`config.mk`:
```
export PLATFORM = sky130hd
export DESIGN_NAME = battery_discharge_statistics
export DESIGN_NICKNAME = d
export VERILOG_FILES = /design/src/hdl/bds_pkg.sv /design/src/hdl/bds_divider.sv /design/src/hdl/bds_accum.sv /design/src/hdl/battery_discharge_statistics.sv
export SDC_FILE = /design/constraint.sdc
export NUM_CORES = 2
export LEC_CHECK = 0
export ABC_AREA = 1
export BUFFER_PORTS_ARGS = -buffer_cell sky130_fd_sc_hd__buf_4
export CORE_UTILIZATION = 60
export CTS_CLUSTER_SIZE = 30
export DETAILED_ROUTE_END_ITERATION = 10
export HOLD_SLACK_MARGIN = 0.02
export PLACE_DENSITY = 0.79
export SYNTH_ARGS = -nofsm -noshare
export SYNTH_HDL_FRONTEND = slang
export SYNTH_SLANG_ARGS = --single-unit
```
`constraint.sdc`:
```
create_clock -name clock -period 71.3 [get_ports clock]
set_input_delay 7.13 -clock clock [delete_from_list [all_inputs] [get_ports clock]]
set_output_delay 7.13 -clock clock [all_outputs]
set_load 0.05 [all_outputs]
```
`src/hdl/bds_pkg.sv`:
```
// Package for the battery discharge statistics block: request and response
// payload types, sequencer states, accumulator control and fixed constants.
// No dependencies.
`default_nettype none

package bds_pkg;

   localparam int PERIOD_W     = 12;
   localparam int SUM_W        = 64;
   localparam int DELIVERED_W  = 48;
   localparam int PEAK_W       = 31;
   localparam int DESIGN_W     = 32;

   localparam logic [PERIOD_W-1:0]    PERIOD_RESET  = 12'd7;
   localparam logic [PEAK_W-1:0]      MAX31         = 31'h7FFF_FFFF;
   localparam logic [31:0]            MAX32         = 32'hFFFF_FFFF;
   localparam logic [DELIVERED_W-1:0] MAX48         = 48'hFFFF_FFFF_FFFF;
   localparam logic [15:0]            HEALTH_MAX    = 16'hFFFF;
   localparam logic [9:0]             PERMILLE      = 10'd1000;

   typedef struct packed {
      logic [15:0] voltage_mv;
      logic signed [31:0] rate_mw;
      logic [31:0] remaining_mwh;
      logic [31:0] design_mwh;
      logic [15:0] temperature_dk;
      logic        last_sample;
   } req_type;

   typedef struct packed {
      logic        report_valid;
      logic [31:0] sample_total;
      logic [31:0] runtime_s;
      logic [47:0] delivered_energy_mwh;
      logic [30:0] avg_discharge_mw;
      logic [30:0] max_discharge_mw;
      logic [15:0] min_voltage_out_mv;
      logic [15:0] max_temperature_out_dk;
      logic [15:0] health_tenth_pct;
   } rsp_type;

   typedef struct packed {
      logic sample;
      logic clear;
   } acc_ctrl_type;

   typedef enum logic [2:0] {
      ST_IDLE,
      ST_AVG_START,
      ST_AVG_WAIT,
      ST_HEALTH_START,
      ST_HEALTH_WAIT,
      ST_EMIT
   } state_type;

endpackage

`default_nettype wire

```
`src/hdl/bds_divider.sv`:
```
// Shared restoring divider: one quotient bit per cycle, NUM_W steps per divide.
// Depends on nothing; used by the top level for both report quotients.
`default_nettype none

module bds_divider #(
   parameter int NUM_W = 64,
   parameter int DEN_W = 32
) (
   input  wire logic             clock,
   input  wire logic             reset,
   input  wire logic             start,
   input  wire logic [NUM_W-1:0] numerator,
   input  wire logic [DEN_W-1:0] denominator,
   output logic                  done,
   output logic [NUM_W-1:0]      quotient
);

   localparam int CNT_W = $clog2(NUM_W + 1);

   logic [NUM_W-1:0] quo_ff, quo_in;
   logic [DEN_W-1:0] rem_ff, rem_in;
   logic [DEN_W-1:0] den_ff;
   logic [CNT_W-1:0] cnt_ff, cnt_in;
   logic             done_ff, done_in;
   logic [DEN_W:0]   trial;
   logic [DEN_W:0]   diff;
   logic             take;

   always_comb begin
      trial   = {rem_ff, quo_ff[NUM_W-1]};
      diff    = trial - {1'b0, den_ff};
      take    = (trial >= {1'b0, den_ff});
      rem_in  = take ? diff[DEN_W-1:0] : trial[DEN_W-1:0];
      quo_in  = {quo_ff[NUM_W-2:0], take};
      done_in = (cnt_ff == CNT_W'(1));
      if (start) begin
         cnt_in = CNT_W'(NUM_W);
      end else if (cnt_ff != '0) begin
         cnt_in = cnt_ff - CNT_W'(1);
      end else begin
         cnt_in = cnt_ff;
      end
   end

   always_ff @(posedge clock) begin
      if (reset) begin
         cnt_ff  <= '0;
         done_ff <= 1'b0;
      end else begin
         cnt_ff  <= cnt_in;
         done_ff <= done_in;
      end
   end

   always_ff @(posedge clock) begin
      if (start) begin
         quo_ff <= numerator;
         rem_ff <= '0;
         den_ff <= denominator;
      end else if (cnt_ff != '0) begin
         quo_ff <= quo_in;
         rem_ff <= rem_in;
      end
   end

   assign done     = done_ff;
   assign quotient = quo_ff;

endmodule

`default_nettype wire

```
`src/hdl/bds_accum.sv`:
```
// Per-sample statistics registers: counts, extremes, discharge sums and
// delivered energy, updated on each accepted request. Depends on bds_pkg.
`default_nettype none

module bds_accum #(
   parameter int COUNT_WIDTH = 32
) (
   input  wire logic                  clock,
   input  wire logic                  reset,
   input  wire bds_pkg::acc_ctrl_type ctrl,
   input  wire bds_pkg::req_type      sample,
   output logic [COUNT_WIDTH-1:0]     sample_counter,
   output logic [15:0]                lowest_voltage,
   output logic [15:0]                highest_temperature,
   output logic [63:0]                discharge_sum,
   output logic [COUNT_WIDTH-1:0]     discharge_count,
   output logic [30:0]                discharge_peak,
   output logic [47:0]                delivered_sum,
   output logic [31:0]                latest_design
);

   import bds_pkg::*;

   logic [COUNT_WIDTH-1:0] scount_ff, scount_in;
   logic [15:0]            low_ff, low_in;
   logic [15:0]            high_ff, high_in;
   logic [SUM_W-1:0]       dsum_ff, dsum_in;
   logic [COUNT_WIDTH-1:0] dcount_ff, dcount_in;
   logic [PEAK_W-1:0]      peak_ff, peak_in;
   logic [DELIVERED_W-1:0] deliv_ff, deliv_in;
   logic [31:0]            prev_ff, prev_in;
   logic [DESIGN_W-1:0]    design_ff, design_in;
   logic                   seen_ff, seen_in;

   logic [31:0]            neg_rate;
   logic [PEAK_W-1:0]      mag;
   logic [SUM_W:0]         dsum_add;
   logic [DELIVERED_W:0]   deliv_add;
   logic [31:0]            drop;

   always_comb begin
      neg_rate  = 32'(~sample.rate_mw) + 32'd1;
      mag       = neg_rate[31] ? MAX31 : neg_rate[30:0];
      dsum_add  = {1'b0, dsum_ff} + (SUM_W + 1)'(mag);
      drop      = prev_ff - sample.remaining_mwh;
      deliv_add = {1'b0, deliv_ff} + (DELIVERED_W + 1)'(drop);

      scount_in = scount_ff;
      low_in    = low_ff;
      high_in   = high_ff;
      dsum_in   = dsum_ff;
      dcount_in = dcount_ff;
      peak_in   = peak_ff;
      deliv_in  = deliv_ff;
      prev_in   = prev_ff;
      design_in = design_ff;
      seen_in   = seen_ff;

      if (ctrl.clear) begin
         scount_in = '0;
         low_in    = '0;
         high_in   = '0;
         dsum_in   = '0;
         dcount_in = '0;
         peak_in   = '0;
         deliv_in  = '0;
         prev_in   = '0;
         design_in = '0;
         seen_in   = 1'b0;
      end else if (ctrl.sample) begin
         if (!seen_ff) begin
            low_in = sample.voltage_mv;
         end else begin
            if (sample.voltage_mv < low_ff) begin
               low_in = sample.voltage_mv;
            end
            if (prev_ff > sample.remaining_mwh) begin
               deliv_in = deliv_add[DELIVERED_W] ? MAX48 : deliv_add[DELIVERED_W-1:0];
            end
         end
         if (sample.temperature_dk > high_ff) begin
            high_in = sample.temperature_dk;
         end
         if (sample.rate_mw[31]) begin
            dsum_in = dsum_add[SUM_W] ? '1 : dsum_add[SUM_W-1:0];
            if (dcount_ff != '1) begin
               dcount_in = dcount_ff + COUNT_WIDTH'(1);
            end
            if (mag > peak_ff) begin
               peak_in = mag;
            end
         end
         prev_in   = sample.remaining_mwh;
         design_in = sample.design_mwh;
         seen_in   = 1'b1;
         if (scount_ff != '1) begin
            scount_in = scount_ff + COUNT_WIDTH'(1);
         end
      end
   end

   always_ff @(posedge clock) begin
      if (reset) begin
         scount_ff <= '0;
         low_ff    <= '0;
         high_ff   <= '0;
         dsum_ff   <= '0;
         dcount_ff <= '0;
         peak_ff   <= '0;
         deliv_ff  <= '0;
         prev_ff   <= '0;
         design_ff <= '0;
         seen_ff   <= 1'b0;
      end else begin
         scount_ff <= scount_in;
         low_ff    <= low_in;
         high_ff   <= high_in;
         dsum_ff   <= dsum_in;
         dcount_ff <= dcount_in;
         peak_ff   <= peak_in;
         deliv_ff  <= deliv_in;
         prev_ff   <= prev_in;
         design_ff <= design_in;
         seen_ff   <= seen_in;
      end
   end

   assign sample_counter      = scount_ff;
   assign lowest_voltage      = low_ff;
   assign highest_temperature = high_ff;
   assign discharge_sum       = dsum_ff;
   assign discharge_count     = dcount_ff;
   assign discharge_peak      = peak_ff;
   assign delivered_sum       = deliv_ff;
   assign latest_design       = design_ff;

endmodule

`default_nettype wire

```
`src/hdl/battery_discharge_statistics.sv`:
```
// Top level of the battery discharge statistics block: sequencer, sample
// period register and response register. Depends on bds_pkg, bds_accum
// and bds_divider.
//
// Usage:
//  - req_* carries one logged battery sample per request; req_data.last_sample
//    closes a log. rsp_* carries one report per closed log. csr_* writes the
//    sample period in seconds and is always ready.
//  - A request without last_sample is folded into the statistics;
//    req_ready stays high, so such requests go one per cycle.
//  - A request with last_sample starts the report: two quotients (mean
//    discharge and health) run one after the other through one shared
//    divider that yields one quotient bit per cycle, 64 bits each. A
//    quotient whose divisor is zero is skipped; req_ready is low until
//    the report is loaded into the response register.
//  - The report waits in the response register until rsp_ready; further
//    samples are taken meanwhile, and the next report waits for the register
//    to empty. The statistics clear once the report is loaded.
//  - Reset (synchronous, active high) clears the statistics, empties the
//    response register and sets the sample period to 7 s.
`default_nettype none

module battery_discharge_statistics #(
   parameter int COUNT_WIDTH = 32
) (
   input  wire logic             clock,
   input  wire logic             reset,
   input  wire logic             req_valid,
   output logic                  req_ready,
   input  wire bds_pkg::req_type req_data,
   output logic                  rsp_valid,
   input  wire logic             rsp_ready,
   output bds_pkg::rsp_type      rsp_data,
   input  wire logic             csr_valid,
   output logic                  csr_ready,
   input  wire logic [11:0]      csr_data
);

   import bds_pkg::*;

   localparam int DEN_W  = (COUNT_WIDTH > DESIGN_W) ? COUNT_WIDTH : DESIGN_W;
   localparam int PROD_W = COUNT_WIDTH + PERIOD_W;

   state_type              state_ff, state_in;
   logic [PERIOD_W-1:0]    period_ff;
   logic                   rsp_valid_ff, rsp_valid_in;
   rsp_type                rsp_data_ff, rsp_data_in;
   logic [PROD_W-1:0]      runtime_ff;
   logic [PEAK_W-1:0]      avg_ff;
   logic [15:0]            health_ff;

   acc_ctrl_type           acc_ctrl;
   logic [COUNT_WIDTH-1:0] sample_counter;
   logic [15:0]            lowest_voltage;
   logic [15:0]            highest_temperature;
   logic [SUM_W-1:0]       discharge_sum;
   logic [COUNT_WIDTH-1:0] discharge_count;
   logic [PEAK_W-1:0]      discharge_peak;
   logic [DELIVERED_W-1:0] delivered_sum;
   logic [DESIGN_W-1:0]    latest_design;

   logic                   div_start;
   logic                   div_done;
   logic [SUM_W-1:0]       div_num;
   logic [DEN_W-1:0]       div_den;
   logic [SUM_W-1:0]       div_quo;
   logic                   req_fire;
   logic                   rsp_load;
   logic [SUM_W-1:0]       count_ext;
   logic [SUM_W-1:0]       runtime_ext;

   bds_accum #(
      .COUNT_WIDTH(COUNT_WIDTH)
   ) u_accum (
      .clock               (clock),
      .reset               (reset),
      .ctrl                (acc_ctrl),
      .sample              (req_data),
      .sample_counter      (sample_counter),
      .lowest_voltage      (lowest_voltage),
      .highest_temperature (highest_temperature),
      .discharge_sum       (discharge_sum),
      .discharge_count     (discharge_count),
      .discharge_peak      (discharge_peak),
      .delivered_sum       (delivered_sum),
      .latest_design       (latest_design)
   );

   always_comb begin
      if (state_ff == ST_HEALTH_START) begin
         div_num = SUM_W'(delivered_sum) * SUM_W'(PERMILLE);
         div_den = DEN_W'(latest_design);
      end else begin
         div_num = discharge_sum;
         div_den = DEN_W'(discharge_count);
      end
   end

   bds_divider #(
      .NUM_W(SUM_W),
      .DEN_W(DEN_W)
   ) u_divider (
      .clock       (clock),
      .reset       (reset),
      .start       (div_start),
      .numerator   (div_num),
      .denominator (div_den),
      .done        (div_done),
      .quotient    (div_quo)
   );

   assign req_ready = (state_ff == ST_IDLE);
   assign req_fire  = req_valid && req_ready;
   assign csr_ready = 1'b1;

   always_comb begin
      count_ext   = SUM_W'(sample_counter);
      runtime_ext = SUM_W'(runtime_ff);
      rsp_data_in = '0;
      if (sample_counter >= COUNT_WIDTH'(2)) begin
         rsp_data_in.report_valid           = 1'b1;
         rsp_data_in.sample_total           = (count_ext > SUM_W'(MAX32)) ?
                                              MAX32 : count_ext[31:0];
         rsp_data_in.runtime_s              = (runtime_ext > SUM_W'(MAX32)) ?
                                              MAX32 : runtime_ext[31:0];
         rsp_data_in.delivered_energy_mwh   = delivered_sum;
         rsp_data_in.avg_discharge_mw       = avg_ff;
         rsp_data_in.max_discharge_mw       = discharge_peak;
         rsp_data_in.min_voltage_out_mv     = lowest_voltage;
         rsp_data_in.max_temperature_out_dk = highest_temperature;
         rsp_data_in.health_tenth_pct       = health_ff;
      end
   end

   always_comb begin
      state_in       = state_ff;
      div_start      = 1'b0;
      rsp_load       = 1'b0;
      acc_ctrl.sample = req_fire;
      acc_ctrl.clear  = 1'b0;
      unique case (state_ff)
         ST_IDLE: begin
            if (req_fire && req_data.last_sample) begin
               state_in = ST_AVG_START;
            end
         end
         ST_AVG_START: begin
            if (discharge_count != '0) begin
               div_start = 1'b1;
               state_in  = ST_AVG_WAIT;
            end else begin
               state_in  = ST_HEALTH_START;
            end
         end
         ST_AVG_WAIT: begin
            if (div_done) begin
               state_in = ST_HEALTH_START;
            end
         end
         ST_HEALTH_START: begin
            if (latest_design != '0) begin
               div_start = 1'b1;
               state_in  = ST_HEALTH_WAIT;
            end else begin
               state_in  = ST_EMIT;
            end
         end
         ST_HEALTH_WAIT: begin
            if (div_done) begin
               state_in = ST_EMIT;
            end
         end
         ST_EMIT: begin
            if (!rsp_valid_ff || rsp_ready) begin
               rsp_load       = 1'b1;
               acc_ctrl.clear = 1'b1;
               state_in       = ST_IDLE;
            end
         end
         default: begin
            state_in = ST_IDLE;
         end
      endcase
   end

   always_comb begin
      if (rsp_load) begin
         rsp_valid_in = 1'b1;
      end else if (rsp_ready) begin
         rsp_valid_in = 1'b0;
      end else begin
         rsp_valid_in = rsp_valid_ff;
      end
   end

   always_ff @(posedge clock) begin
      if (reset) begin
         state_ff     <= ST_IDLE;
         rsp_valid_ff <= 1'b0;
         period_ff    <= PERIOD_RESET;
      end else begin
         state_ff     <= state_in;
         rsp_valid_ff <= rsp_valid_in;
         if (csr_valid && csr_ready) begin
            period_ff <= csr_data;
         end
      end
   end

   always_ff @(posedge clock) begin
      if (rsp_load) begin
         rsp_data_ff <= rsp_data_in;
      end
      if (state_ff == ST_AVG_START) begin
         runtime_ff <= PROD_W'(sample_counter - COUNT_WIDTH'(1)) * PROD_W'(period_ff);
         avg_ff     <= '0;
      end else if (state_ff == ST_AVG_WAIT && div_done) begin
         avg_ff <= (div_quo[SUM_W-1:PEAK_W] != '0) ? MAX31 : div_quo[PEAK_W-1:0];
      end
      if (state_ff == ST_HEALTH_START) begin
         health_ff <= '0;
      end else if (state_ff == ST_HEALTH_WAIT && div_done) begin
         health_ff <= (div_quo[SUM_W-1:16] != '0) ? HEALTH_MAX : div_quo[15:0];
      end
   end

   assign rsp_valid = rsp_valid_ff;
   assign rsp_data  = rsp_data_ff;

   a_done_in_wait: assert property (@(posedge clock) disable iff (reset)
      div_done |-> (state_ff == ST_AVG_WAIT || state_ff == ST_HEALTH_WAIT))
      else $error("divider finished outside a wait state");

   a_last_starts_report: assert property (@(posedge clock) disable iff (reset)
      (req_fire && req_data.last_sample) |=> (state_ff == ST_AVG_START))
      else $error("closing request did not start a report");

   a_clear_after_report: assert property (@(posedge clock) disable iff (reset)
      acc_ctrl.clear |=> (sample_counter == '0 && rsp_valid_ff))
      else $error("statistics not cleared or report missing after load");

   a_no_sample_when_busy: assert property (@(posedge clock) disable iff (reset)
      (state_ff != ST_IDLE) |-> !acc_ctrl.sample)
      else $error("sample folded in while a report is in progress");

endmodule

`default_nettype wire
```
==> reports/metrics.yaml <==
status: "complete, no violations"
cp-end-kind: "flip-flop"
root_buffer: "clkbuf_16"
drt_iter0_markers: 5781
yosysSeqAreaShare_pct: 28.6
r2r-end: "runtime_ff[39]"
r2r-start: "u_accum.sample_counter[0]"
worstHoldStart: "u_accum.lowest_voltage[14]"
synth.most_common_cell: "nand2_1"
async_reset_ff_share_pct: 0
min_path_type: "reg -> reg"
start_util_pct: 60.8
holdPathEnd: "u_accum.lowest_voltage[14]"
synth_nets: 9980
fin_crit_ns: 11.74
synth_edf_count: 363
syn_area_um2: 66600
num-fill-cells: 9395
ys_warn_count: 0
finalSetupViolations: 0
drc_errors: 0
track_usage_pct: 38.0
dp_slack_ns: 59.10
path_clk_slew_ns: 0.06
yosysTopAreaCell: "edfxtp_1"
syn_area_per_cell_um2: 7.48
vias: 60700
overflow: 0
hold_slack_ns: 0.463
grt_pass1_wl_um: 331000
rows: 121
cap_violations: 0
critPathMaxFanout: 51
grt_antenna_before_repair: 6
fin_nets: 10200
cpLargestDelayFamily: "simple AND/OR/NAND/NOR gates"
max_stage_delay_ns: 0.85
core_um2: 109000
critPathBufInv: 2
fin_crit_sh_pct: 16.5
drt_wl_total_um: 214000
num_io_pins: 372
wl_per_cell_um: 20.0
max_clock_freq_ghz: 0.0852
dieArea_um2: 112000
cts-resized-gates: 0
synth-seq-cells: 770
die_w_um: 335
final.setup.tns_ns: 0
viasPerCell: 5.69
regArea_um2: 19000
drt-pass1-iter-count: 8
cts_tree: "yes"
worstSetupPathType: "in -> reg"
cts_inserted_buffers: 85
cp_common_cell: "nand2_1"
gp_congestion: 1.04
slew_viol_final: 0
skew_ns: 0.0368
ys.flop_type: "dfxtp_1"
numPortBuffers: 370
drive_above_1_share_pct: 7.05
cts.sinks: 770
clk_latency_ns: 0.70
cts_max_path_buffers: 3
synthTopCellsByArea: "edfxtp_1 16%, fa_1 16%, dfxtp_1 12%"
fp.dieH_um: 335
dp_hpwl_um: 169000
required_ns: 71.93
first_global_vias: 59600
crit_slowest_cell: "nand2_2"
grt_max_degree: 170
h-tree-depth: 3
cts_setup_buffers: 0
relSlewSlack_pct: 18.3
hold_viol: 0
rrSetupSlack_ns: 62.97
worst_pin_slew_ns: 1.21
syn_inst: 8898
fin_ws_ns: 59.56
syn_to_final_growth_pct: 10.0
rsz0062_at_grt: "no"
cp-start-kind: "primary input"
multi_input_comb_area_um2: 40800
yosysTopAreaCellShare_pct: 16.4
ant_nets: 0
hold_depth: 2
synth.distinct_cells: 64
worstPathArrival_ns: 12.37
holdBufCountCts: 0
synth_common_cells: "2039 x nand2_1, 1452 x inv_1, 1120 x nor2_1, 577 x a21oi_1, 526 x fa_1"
path_cells: "buf_4 -> inv_1 -> ha_1 -> nand2_1 -> nor2_1 -> nand2_1 -> nor2_1 -> a21oi_1 -> nand3b_1 -> ha_1 -> nand2_1 -> nor3_1 -> nand2_1 -> nor4_1 -> a31oi_1 -> nand2_2 -> nand2_1 -> nand2_1 -> nor2_1"
ff2ff_path_depth: 28
==> worst register-to-register path: cells and delay by family, from the launching register on <==
kind / cells / cell delay, ns
buf+inv: 8 / 1.37
simple gates: 11 / 2.77
compound gates: 1 / 0.33
flops: 1 / 0.29
xor+xnor: 1 / 0.09
fa+ha+maj: 7 / 3.20
==> cells by family after synthesis <==
family / Yosys count / share of synthesized area [%]
DFF: 770 / 28.6
AOI/OAI and AO/OA: 1205 / 9.73
and+or+nand+nor: 4018 / 25.1
other: 1 / 0.00563
adders and majority gates: 936 / 23.5
xor gates and xnor gates: 212 / 2.85
buffers and inverters: 1756 / 10.2
==> cell type report <==
| class | instances | area share [%] |
|---|---|---|
| Inverter | 1469 | 7.53 |
| Clock buffer | 105 | 3.16 |
| Antenna cell | 6 | 0.0205 |
| Timing Repair Buffer | 416 | 4.28 |
| Sequential cell | 770 | 26.0 |
| Multi-Input combinational cell | 6372 | 55.7 |
| Clock inverter | 54 | 0.780 |
| Tap cell | 1476 | 2.52 |
==> layer usage <==
layer | share of wire, % | wire (um) | track usage (%)
met5 | 0 | 0 | 0
met4 | 4.9 | 10400 | 17.2
met3 | 8.8 | 18900 | 6.98
met2 | 46 | 97200 | 61.0
met1 | 41 | 87000 | 49.9
==> flip-flops by register name, indices dropped and copies added (netlist names), 12 cells and up <==
signal and flops:
avg_ff 31, health_ff 16, period_ff 12, rsp_data 223, runtime_ff 44, u_accum.delivered_sum 48
u_accum.discharge_count 32, u_accum.discharge_peak 31, u_accum.discharge_sum 64, u_accum.highest_temperature 16, u_accum.latest_design 32, u_accum.lowest_voltage 16
u_accum.prev_ff 32, u_accum.sample_counter 32, u_divider.den_ff 32, u_divider.quotient 64, u_divider.rem_ff 32
==> through the flow <==
stage                     util, %  instance area [um2]  cells
after floorplan                 -                66600   8898
after global placement       64.3                70400  10500
after detailed placement     64.3                70400  10500
after CTS                    66.9                73300  10700
after global routing         66.9                73300  10700
final                        66.9                73300  10700
==> cell usage in the layout (no fill, tap or decap), drive strengths merged, types with 7 or more instances in the layout <==
master  Yosys  routed
nand2    2060    2060
inv      1464    1473
nor2     1132    1132
a21oi     577     577
fa        526     526
nand3     429     429
o21ai     422     422
buf        92     416
ha        410     410
dfxtp     407     407
edfxtp    363     363
nor3      139     139
xor2      134     134
nand4     112     112
clkbuf    195     105
xnor2      78      78
a31oi      63      63
nor4       52      52
nand3b     50      50
clkinv      5      38
o21bai     36      36
o211ai     35      35
a21o       24      24
or2        24      24
o21a       16      16
a21boi     10      10
and3        8       8
o22ai       7       7
==> worst max path at each step <==
stage               depth (start not counted)    startpoint                         end  slack [ns]
floorplan                                   7     rsp_ready    u_accum.delivered_sum[0]       38.78
global placement                           18  req_data[81]  u_accum.discharge_peak[25]       59.22
detailed placement                         18  req_data[81]  u_accum.discharge_peak[12]       59.10
CTS                                        19  req_data[81]  u_accum.discharge_peak[26]       59.77
global route                               19  req_data[81]  u_accum.discharge_peak[21]       59.33
finish                                     19  req_data[81]  u_accum.discharge_peak[26]       59.56
Power is not shown: default switching activity piles up to over one toggle a cycle in this logic, so the estimate is an artifact.
